`config.mk`:
```
export PLATFORM = sky130hd
export DESIGN_NAME = mpsk_phase_slicer_flat
export DESIGN_NICKNAME = d
export VERILOG_FILES = /design/src/rtl/mps_pkg.sv /design/src/rtl/mps_ifs.sv /design/src/rtl/mps_apb_regs.sv /design/src/rtl/mps_cordic_pipe.sv /design/src/rtl/mps_slicer.sv /design/src/rtl/mpsk_phase_slicer.sv /design/src/flat_wrapper.sv
export SDC_FILE = /design/constraint.sdc
export NUM_CORES = 2
export LEC_CHECK = 0
export BUFFER_PORTS_ARGS = -buffer_cell sky130_fd_sc_hd__buf_2
export CAP_MARGIN = 20
export CORE_UTILIZATION = 30
export DETAILED_ROUTE_END_ITERATION = 6
export SLEW_MARGIN = 15
export SYNTH_ARGS = -nofsm -noshare
export SYNTH_HDL_FRONTEND = slang
export SYNTH_SLANG_ARGS = --single-unit
```
`constraint.sdc`:
```
create_clock -name clk -period 7.2 [get_ports clk]
set_input_delay 1.8 -clock clk [delete_from_list [all_inputs] [get_ports clk]]
set_output_delay 1.8 -clock clk [all_outputs]
set_load 0.01 [all_outputs]
```
`src/rtl/mps_pkg.sv`:
```
// Shared constants, types and the arctangent table of the M-PSK phase slicer.
`default_nettype none

package mps_pkg;

    localparam int SAMPLE_WIDTH   = 24;
    localparam int MAX_BITS       = 6;
    localparam int BPS_W          = 3;
    localparam int PRESCALE_SHIFT = 8;
    localparam int XW             = SAMPLE_WIDTH + PRESCALE_SHIFT + 3;
    localparam int CORDIC_STEPS   = 16;
    localparam int ZW             = 20;
    localparam int ANGLE_W        = 16;
    localparam int SHAMT_W        = $clog2(ANGLE_W + 1);
    localparam int APB_AW         = 3;
    localparam int APB_DW         = 32;

    localparam logic [ZW-1:0]      HALF_TURN_Z   = ZW'(1) << (ZW - 1);
    localparam logic [ZW-1:0]      Z_ROUND       = ZW'(1) << (ZW - ANGLE_W - 1);
    localparam logic [ANGLE_W-1:0] ANGLE_QUARTER = ANGLE_W'(1) << (ANGLE_W - 2);
    localparam logic [ANGLE_W-1:0] ANGLE_3QUARTER = ANGLE_W'(3) << (ANGLE_W - 2);
    localparam logic [BPS_W-1:0]   BPS_RESET     = BPS_W'(2);

    localparam logic [APB_AW-3:0]  REG_BPS = '0;

    // atan(2^-i) in units of 2^-20 turn
    localparam logic [ZW-1:0] ATAN_TAB [CORDIC_STEPS] = '{
        20'd131072, 20'd77376, 20'd40883, 20'd20753,
        20'd10417,  20'd5213,  20'd2607,  20'd1304,
        20'd652,    20'd326,   20'd163,   20'd81,
        20'd41,     20'd20,    20'd10,    20'd5
    };

    typedef logic signed [SAMPLE_WIDTH-1:0] sample_t;
    typedef logic [MAX_BITS-1:0]            symbol_t;
    typedef logic [BPS_W-1:0]               bps_t;

    typedef struct packed {
        logic [ZW-1:0] z;
        logic          xzero;
        logic          yneg;
    } cword_t;

endpackage

`default_nettype wire

```
`src/rtl/mps_ifs.sv`:
```
// Valid/ready channel interfaces for correlator samples and symbol decisions.
`default_nettype none

interface mps_sample_if import mps_pkg::*; ();
    logic    valid;
    logic    ready;
    sample_t in_phase;
    sample_t quadrature;

    modport source (output valid, output in_phase, output quadrature, input ready);
    modport sink   (input valid, input in_phase, input quadrature, output ready);
endinterface

interface mps_decision_if import mps_pkg::*; ();
    logic    valid;
    logic    ready;
    symbol_t symbol;
    symbol_t sector;

    modport source (output valid, output symbol, output sector, input ready);
    modport sink   (input valid, input symbol, input sector, output ready);
endinterface

`default_nettype wire

```
`src/rtl/mps_apb_regs.sv`:
```
// APB register file holding bits_per_symbol.
`default_nettype none

module mps_apb_regs import mps_pkg::*; (
    input  wire logic              clk,
    input  wire logic              rst_n,
    input  wire logic              psel,
    input  wire logic              penable,
    input  wire logic              pwrite,
    input  wire logic [APB_AW-1:0] paddr,
    input  wire logic [APB_DW-1:0] pwdata,
    output logic      [APB_DW-1:0] prdata,
    output logic                   pready,
    output bps_t                   bps
);

    bps_t bps_reg;
    logic hit;

    assign hit    = (paddr[APB_AW-1:2] == REG_BPS);
    assign pready = 1'b1;
    assign bps    = bps_reg;

    always_comb
    begin
        prdata = '0;
        if (hit)
        begin
            prdata = APB_DW'(bps_reg);
        end
    end

    always_ff @(posedge clk or negedge rst_n)
    begin
        if (!rst_n)
        begin
            bps_reg <= BPS_RESET;
        end
        else if (psel && penable && pwrite && hit)
        begin
            bps_reg <= pwdata[BPS_W-1:0];
        end
    end

endmodule

`default_nettype wire

```
`src/rtl/mps_cordic_pipe.sv`:
```
// Prescale/pre-rotation stage followed by one CORDIC vectoring iteration per stage.
`default_nettype none

module mps_cordic_pipe import mps_pkg::*; (
    input  wire logic    clk,
    input  wire logic    rst_n,
    input  wire logic    in_valid,
    output logic         in_ready,
    input  sample_t      in_phase,
    input  sample_t      quadrature,
    output logic         out_valid,
    input  wire logic    out_ready,
    output cword_t       out_word
);

    localparam int NST = CORDIC_STEPS + 1;

    logic [NST-1:0]        v_reg;
    logic [NST-1:0]        en;
    logic signed [XW-1:0]  x_reg [NST];
    logic signed [XW-1:0]  y_reg [NST];
    cword_t                w_reg [NST];

    logic signed [XW-1:0]  xs;
    logic signed [XW-1:0]  ys;
    logic signed [XW-1:0]  x0_next;
    logic signed [XW-1:0]  y0_next;
    cword_t                w0_next;

    // per-stage enable: a stage moves when empty or when its successor moves
    genvar g;
    generate
        for (g = 0; g < NST - 1; g++)
        begin : g_en
            assign en[g] = !v_reg[g] || en[g+1];
        end
    endgenerate
    assign en[NST-1] = !v_reg[NST-1] || out_ready;

    assign in_ready  = en[0];
    assign out_valid = v_reg[NST-1];
    assign out_word  = w_reg[NST-1];

    always_comb
    begin
        xs = XW'(signed'({in_phase, {PRESCALE_SHIFT{1'b0}}}));
        ys = XW'(signed'({quadrature, {PRESCALE_SHIFT{1'b0}}}));
        w0_next.xzero = (in_phase == '0);
        w0_next.yneg  = quadrature[SAMPLE_WIDTH-1];
        if (in_phase[SAMPLE_WIDTH-1])
        begin
            x0_next   = -xs;
            y0_next   = -ys;
            w0_next.z = HALF_TURN_Z;
        end
        else
        begin
            x0_next   = xs;
            y0_next   = ys;
            w0_next.z = '0;
        end
    end

    always_ff @(posedge clk or negedge rst_n)
    begin
        if (!rst_n)
        begin
            v_reg <= '0;
        end
        else
        begin
            if (en[0])
            begin
                v_reg[0] <= in_valid;
            end
            for (int k = 1; k < NST; k++)
            begin
                if (en[k])
                begin
                    v_reg[k] <= v_reg[k-1];
                end
            end
        end
    end

    always_ff @(posedge clk)
    begin
        if (en[0])
        begin
            x_reg[0] <= x0_next;
            y_reg[0] <= y0_next;
            w_reg[0] <= w0_next;
        end
    end

    generate
        for (g = 0; g < CORDIC_STEPS; g++)
        begin : g_iter
            logic signed [XW-1:0] dx;
            logic signed [XW-1:0] dy;
            logic signed [XW-1:0] x_next;
            logic signed [XW-1:0] y_next;
            cword_t               w_next;

            always_comb
            begin
                dx     = y_reg[g] >>> g;
                dy     = x_reg[g] >>> g;
                w_next = w_reg[g];
                if (!y_reg[g][XW-1])
                begin
                    x_next   = x_reg[g] + dx;
                    y_next   = y_reg[g] - dy;
                    w_next.z = w_reg[g].z + ATAN_TAB[g];
                end
                else
                begin
                    x_next   = x_reg[g] - dx;
                    y_next   = y_reg[g] + dy;
                    w_next.z = w_reg[g].z - ATAN_TAB[g];
                end
            end

            always_ff @(posedge clk)
            begin
                if (en[g+1])
                begin
                    x_reg[g+1] <= x_next;
                    y_reg[g+1] <= y_next;
                    w_reg[g+1] <= w_next;
                end
            end
        end
    endgenerate

    a_full_when_blocked: assert property (@(posedge clk) disable iff (!rst_n)
        !in_ready |-> (&v_reg))
        else $error("input blocked while pipeline has a bubble");

    a_last_holds: assert property (@(posedge clk) disable iff (!rst_n)
        (v_reg[NST-1] && !out_ready) |=> (v_reg[NST-1] && $stable(w_reg[NST-1])))
        else $error("stalled last stage lost or changed its word");

    a_enter: assert property (@(posedge clk) disable iff (!rst_n)
        (in_valid && in_ready) |=> v_reg[0])
        else $error("accepted word did not enter the first stage");

endmodule

`default_nettype wire

```
`src/rtl/mps_slicer.sv`:
```
// Angle rounding, sector decision, Gray coding and the output register.
`default_nettype none

module mps_slicer import mps_pkg::*; (
    input  wire logic    clk,
    input  wire logic    rst_n,
    input  wire logic    in_valid,
    output logic         in_ready,
    input  cword_t       in_word,
    input  bps_t         bps,
    mps_decision_if.source decisions
);

    logic                 out_v_reg;
    symbol_t              symbol_reg;
    symbol_t              sector_reg;

    logic [ZW-1:0]        z_rnd;
    logic [ANGLE_W-1:0]   angle;
    bps_t                 b_clamp;
    logic [SHAMT_W-1:0]   half_sh;
    logic [SHAMT_W-1:0]   quot_sh;
    logic [ANGLE_W:0]     sum;
    logic [ANGLE_W:0]     quot;
    symbol_t              m_mask;
    symbol_t              sector_next;
    logic                 in_fire;

    assign in_ready         = !out_v_reg || decisions.ready;
    assign in_fire          = in_valid && in_ready;
    assign decisions.valid  = out_v_reg;
    assign decisions.symbol = symbol_reg;
    assign decisions.sector = sector_reg;

    always_comb
    begin
        z_rnd = in_word.z + Z_ROUND;
        if (in_word.xzero)
        begin
            angle = in_word.yneg ? ANGLE_3QUARTER : ANGLE_QUARTER;
        end
        else
        begin
            angle = z_rnd[ZW-1 -: ANGLE_W];
        end

        if (bps == '0)
        begin
            b_clamp = BPS_W'(1);
        end
        else if (bps > BPS_W'(MAX_BITS))
        begin
            b_clamp = BPS_W'(MAX_BITS);
        end
        else
        begin
            b_clamp = bps;
        end

        half_sh     = SHAMT_W'(ANGLE_W - 1) - SHAMT_W'(b_clamp);
        quot_sh     = SHAMT_W'(ANGLE_W) - SHAMT_W'(b_clamp);
        sum         = {1'b0, angle} + ((ANGLE_W + 1)'(1) << half_sh);
        quot        = sum >> quot_sh;
        m_mask      = MAX_BITS'(((MAX_BITS + 1)'(1) << b_clamp) - (MAX_BITS + 1)'(1));
        sector_next = quot[MAX_BITS-1:0] & m_mask;
    end

    always_ff @(posedge clk or negedge rst_n)
    begin
        if (!rst_n)
        begin
            out_v_reg <= 1'b0;
        end
        else if (in_ready)
        begin
            out_v_reg <= in_valid;
        end
    end

    always_ff @(posedge clk)
    begin
        if (in_fire)
        begin
            sector_reg <= sector_next;
            symbol_reg <= sector_next ^ (sector_next >> 1);
        end
    end

    a_quarter_turn: assert property (@(posedge clk) disable iff (!rst_n)
        (in_fire && in_word.xzero && !in_word.yneg && (b_clamp >= BPS_W'(2)))
        |=> (sector_reg == (($past(m_mask) >> 2) + MAX_BITS'(1))))
        else $error("zero in-phase with positive quadrature not sliced to quarter turn");

endmodule

`default_nettype wire

```
`src/rtl/mpsk_phase_slicer.sv`:
```
// Throughput: one word per cycle while decisions.ready is high; the prescale stage,
// 16 CORDIC iteration stages and the output register each hold one word, and bubbles
// collapse under stall.
// Reset (rst_n low, asynchronous): all valid bits clear, bits_per_symbol = 2.
// bits_per_symbol is read at the output stage; 0 acts as 1, above 6 acts as 6.
`default_nettype none

module mpsk_phase_slicer import mps_pkg::*; (
    input  wire logic              clk,
    input  wire logic              rst_n,
    input  wire logic              psel,
    input  wire logic              penable,
    input  wire logic              pwrite,
    input  wire logic [APB_AW-1:0] paddr,
    input  wire logic [APB_DW-1:0] pwdata,
    output logic      [APB_DW-1:0] prdata,
    output logic                   pready,
    mps_sample_if.sink             samples,
    mps_decision_if.source         decisions
);

    bps_t   bps;
    logic   c_valid;
    logic   c_ready;
    cword_t c_word;

    mps_apb_regs u_regs (
        .clk     (clk),
        .rst_n   (rst_n),
        .psel    (psel),
        .penable (penable),
        .pwrite  (pwrite),
        .paddr   (paddr),
        .pwdata  (pwdata),
        .prdata  (prdata),
        .pready  (pready),
        .bps     (bps)
    );

    mps_cordic_pipe u_cordic (
        .clk        (clk),
        .rst_n      (rst_n),
        .in_valid   (samples.valid),
        .in_ready   (samples.ready),
        .in_phase   (samples.in_phase),
        .quadrature (samples.quadrature),
        .out_valid  (c_valid),
        .out_ready  (c_ready),
        .out_word   (c_word)
    );

    mps_slicer u_slicer (
        .clk       (clk),
        .rst_n     (rst_n),
        .in_valid  (c_valid),
        .in_ready  (c_ready),
        .in_word   (c_word),
        .bps       (bps),
        .decisions (decisions)
    );

endmodule

`default_nettype wire
```
`src/flat_wrapper.sv`:
```
// flat-port wrapper written by rule: the top's interface ports become plain ports
module mpsk_phase_slicer_flat import mps_pkg::*;
  (clk, rst_n, psel, penable, pwrite, paddr, pwdata, prdata, pready, samples_valid, samples_in_phase, samples_quadrature, samples_ready, decisions_valid, decisions_symbol, decisions_sector, decisions_ready);
  mps_sample_if samples_i ();
  mps_decision_if decisions_i ();
  input  wire logic clk;
  input  wire logic rst_n;
  input  wire logic psel;
  input  wire logic penable;
  input  wire logic pwrite;
  input  wire logic [APB_AW-1:0] paddr;
  input  wire logic [APB_DW-1:0] pwdata;
  output logic      [APB_DW-1:0] prdata;
  output logic pready;
  input wire logic [$bits(samples_i.valid)-1:0] samples_valid;
  input wire logic [$bits(samples_i.in_phase)-1:0] samples_in_phase;
  input wire logic [$bits(samples_i.quadrature)-1:0] samples_quadrature;
  output wire logic [$bits(samples_i.ready)-1:0] samples_ready;
  output wire logic [$bits(decisions_i.valid)-1:0] decisions_valid;
  output wire logic [$bits(decisions_i.symbol)-1:0] decisions_symbol;
  output wire logic [$bits(decisions_i.sector)-1:0] decisions_sector;
  input wire logic [$bits(decisions_i.ready)-1:0] decisions_ready;
  assign samples_i.valid = samples_valid;
  assign samples_i.in_phase = samples_in_phase;
  assign samples_i.quadrature = samples_quadrature;
  assign samples_ready = samples_i.ready;
  assign decisions_valid = decisions_i.valid;
  assign decisions_symbol = decisions_i.symbol;
  assign decisions_sector = decisions_i.sector;
  assign decisions_i.ready = decisions_ready;
  mpsk_phase_slicer u_core (.clk(clk), .rst_n(rst_n), .psel(psel), .penable(penable), .pwrite(pwrite), .paddr(paddr), .pwdata(pwdata), .prdata(prdata), .pready(pready), .samples(samples_i), .decisions(decisions_i));
endmodule
```
==> metrics.md <==
| Metric | Value |
|---|---|
| Status | finished, final reports clean |
| Proportion of layout cells with a drive suffix above 1 | 4.617% |
| Layout area overhead | 10.42% |
| Worst endpoint data arrival time | a little under 5 ns |
| Largest net degree at the start of global routing | just over 90 |
| Post-synthesis register bit count | 1305 |
| Period minus WS final | 6.620 ns |
| Initial antenna violation count | 1 |
| Core Rows | 223 |
| Async SR Flop Fraction | 1.609% |
| Wl on met1 | 130500 microns |
| Worst Tran Pin Value | approximately 1.1 ns |
| Die width | 611.9 microns |
| Fmax | 0.1511 GHz |
| RSZ-0062 raised after global routing | no |
| Setup crit start kind | input port |
| Max reg flops | 495 |
| Top FF cell, synth | edfxtp_1 |
| Final Hold Fails | 0 |
| Slew HR | approximately a quarter |
| DRT iter0 DRCs | about 5300 |
| Setup CP Type | in -> out |
| Input/output buffers | 75 |
| WL final | 287900 microns |
| Vias | around 87000 |
| Clock buffer depth | 4 |
| EDFF count, synth | between 1000 and 1500 |
| Core Area | between 300000 and 400000 sq um |
| Count leader, synth | edfxtp_1 |
| Synth cell count leaders | 1284 x edfxtp_1, 1236 x ha_1, 1228 x nor2_1 |
| Hold Path Class | reg -> reg |
| Synth area leaders | edfxtp_1 35%, ha_1 14%, xnor2_1 8.6% |
| Worst skew pair latency | 0.85 ns |
| Starting Density | 30.20% |
| Number of global-route vias before repair | slightly above 80000 |
| First-pass GRT wire length | 450500 microns |
| Nets | 13400 |
| Worst setup EP type | output port |
| Detailed Place HPWL | around 230000 microns |
| Post-synthesis cell count | around 12000 |
| Clk pin slew, worst setup/hold paths | approximately 0.060 ns |
| Routed length on met3 | 10690 microns |
| Final setup vio count | 0 |
| Drc violations | 0 |
| 1st-pass router iterations | 6 |
| CTS tree | done |
| Worst-path fanout max | 5 |
| Drt wl/cell | 16.83 microns |
| Root buf cell | clkbuf_16 |
| # fillers | 37990 |
| Remaining Overflow, GRT | 0 |
| MaxCap Viol Count | 0 |
| Post-route ant nets | 0 |
| H-tree depth | 4 |
| Post-Syn Area | 111600 sq um |
| Synth top area share | between 30% and 40% |
| Post_cts resized | 0 |
| WL met2 | 134700 microns |
| Critical Path RT | 5.40 ns |
| Vias per cell | 5.067 |
| Overall routing resource usage | 14.82% |
| Num CTS Buffers | 161 |
| I/O Pins | 137 |
| Synth area leader | edfxtp_1 |
| Period utilisation layout | 91.94% |
| TNS Setup | 0 ns |
| Register Area | between 30000 and 40000 sq um |
| Die Height | 611.9 microns |
| GP Congestion | around 0.94 |
| Die area | 374400 sq um |
| CTS Hold Bufs | 0 |
| Synth Area per Inst | between 9 and 10 sq um |
| Final Max Slew Viols | 0 |
| DR top layer | met4 |
| Sequential area share after synthesis | between 30% and 40% |
| Setup Skew | roughly 0.08 ns |
| Setup bufs post-CTS | 0 |
| Clock sink total | 1305 |
| Distinct cells, synth | 99 |
| Yosys Warn Count | 0 |
| Multi-input gate area | between 60000 and 70000 sq um |
cells in the final DEF, fill, tap and decap left out, drive strengths merged, types with 36 or more instances in the layout:
| master | count |
|---|---|
| a2111oi | 37 |
| a211oi | 115 |
| a21boi | 49 |
| a21o | 418 |
| a21oi | 1176 |
| a31oi | 126 |
| and2 | 112 |
| and3 | 137 |
| buf | 154 |
| clkbuf | 189 |
| clkinv | 61 |
| edfxtp | 1284 |
| fa | 36 |
| ha | 1236 |
| inv | 596 |
| mux2 | 37 |
| nand2 | 597 |
| nand2b | 145 |
| nand3 | 214 |
| nand4 | 62 |
| nor2 | 1228 |
| nor2b | 169 |
| nor3 | 391 |
| nor3b | 39 |
| nor4 | 99 |
| o211ai | 61 |
| o21a | 160 |
| o21ai | 541 |
| o21bai | 178 |
| o31ai | 67 |
| o41ai | 51 |
| or2 | 44 |
| or3 | 96 |
| or4 | 58 |
| xnor2 | 1097 |
| xor2 | 553 |
worst max-delay path: stages:
cell and delay (ns):
buf_2 0.10, nor2b_1 0.20, nand2_1 0.19, nor2_1 0.27, and2_1 0.28, and3_1 0.29
and3_1 0.37, and4_1 0.36, and3_1 0.27, and3_1 0.26, nand2_2 0.20, buf_2 0.20
cell type report:
class	instances	share of cell area, %
antenna	1	0.002031
clock inverter	86	0.7505
inverter	603	1.842
timing repair buffer	154	0.8572
multi-input combinational	9815	56.40
sequential	1305	31.72
clock buffer	189	3.398
tap	4950	5.027
kinds of logic (layout without fill, tap and decap cells):
group,after synthesis,count (layout),share of synthesized area (%)
multiplexers,63,63,0.6179
flip-flops,1305,1305,35.03
XOR/XNOR,1650,1650,12.95
adder cells (fa/ha/maj),1272,1272,14.51
buffers and inverters,817,1032,2.856
other,2,34,0.006731
AO/OA/AOI/OAI,3319,3319,18.97
AND/OR/NAND/NOR,3478,3478,15.06
layer usage:
layer,vias to the layer above,GRT usage (%)
li1,44070,-
met1,40450,19.12
met2,1652,25.31
met3,481,1.613
met4,0,5.779
met5,-,0
stage by stage:
| step | instance area (sq um) | hold WS (ns) | worst slack (ns) | std cells | util [%] |
|---|---|---|---|---|---|
| floorplan | 111700 | 0.4003 | 0.4150 | 11940 | - |
| detailed placement | 118100 | 0.4057 | 0.5893 | 16830 | 31.96 |
| global route | 123200 | 0.3974 | 0.4023 | 17100 | 33.35 |
| global placement | 118100 | 0.4050 | 0.6304 | 16830 | 31.96 |
| finish | 123200 | 0.3935 | 0.5800 | 17100 | 33.35 |
| CTS | 123200 | 0.3879 | 0.5675 | 17100 | 33.35 |
worst paths after layout:
kind | from | endpoint | slack (ns) | cells after the start
worst max-delay path | decisions_ready | samples_ready | 0.58 | 12
worst min-delay path | u_core.u_cordic.w_reg[0][177] | u_core.u_cordic.w_reg[0][199] | 0.39 | 0
worst max register to register | u_core.u_cordic.x_reg[0][434] | u_core.u_cordic.y_reg[0][489] | 1.40 | 18
worst min register to register | u_core.u_cordic.w_reg[0][177] | u_core.u_cordic.w_reg[0][199] | 0.39 | 0
max in group asynchronous | rst_n | u_core.u_cordic.v_reg[6] | 5.82 | 1
min in group asynchronous | rst_n | u_core.u_regs.bps[0] | 0.95 | 1
Power is left out: the tool's default activity adds up to more than one toggle a clock period on the data nets, which glitch-free logic cannot reach.
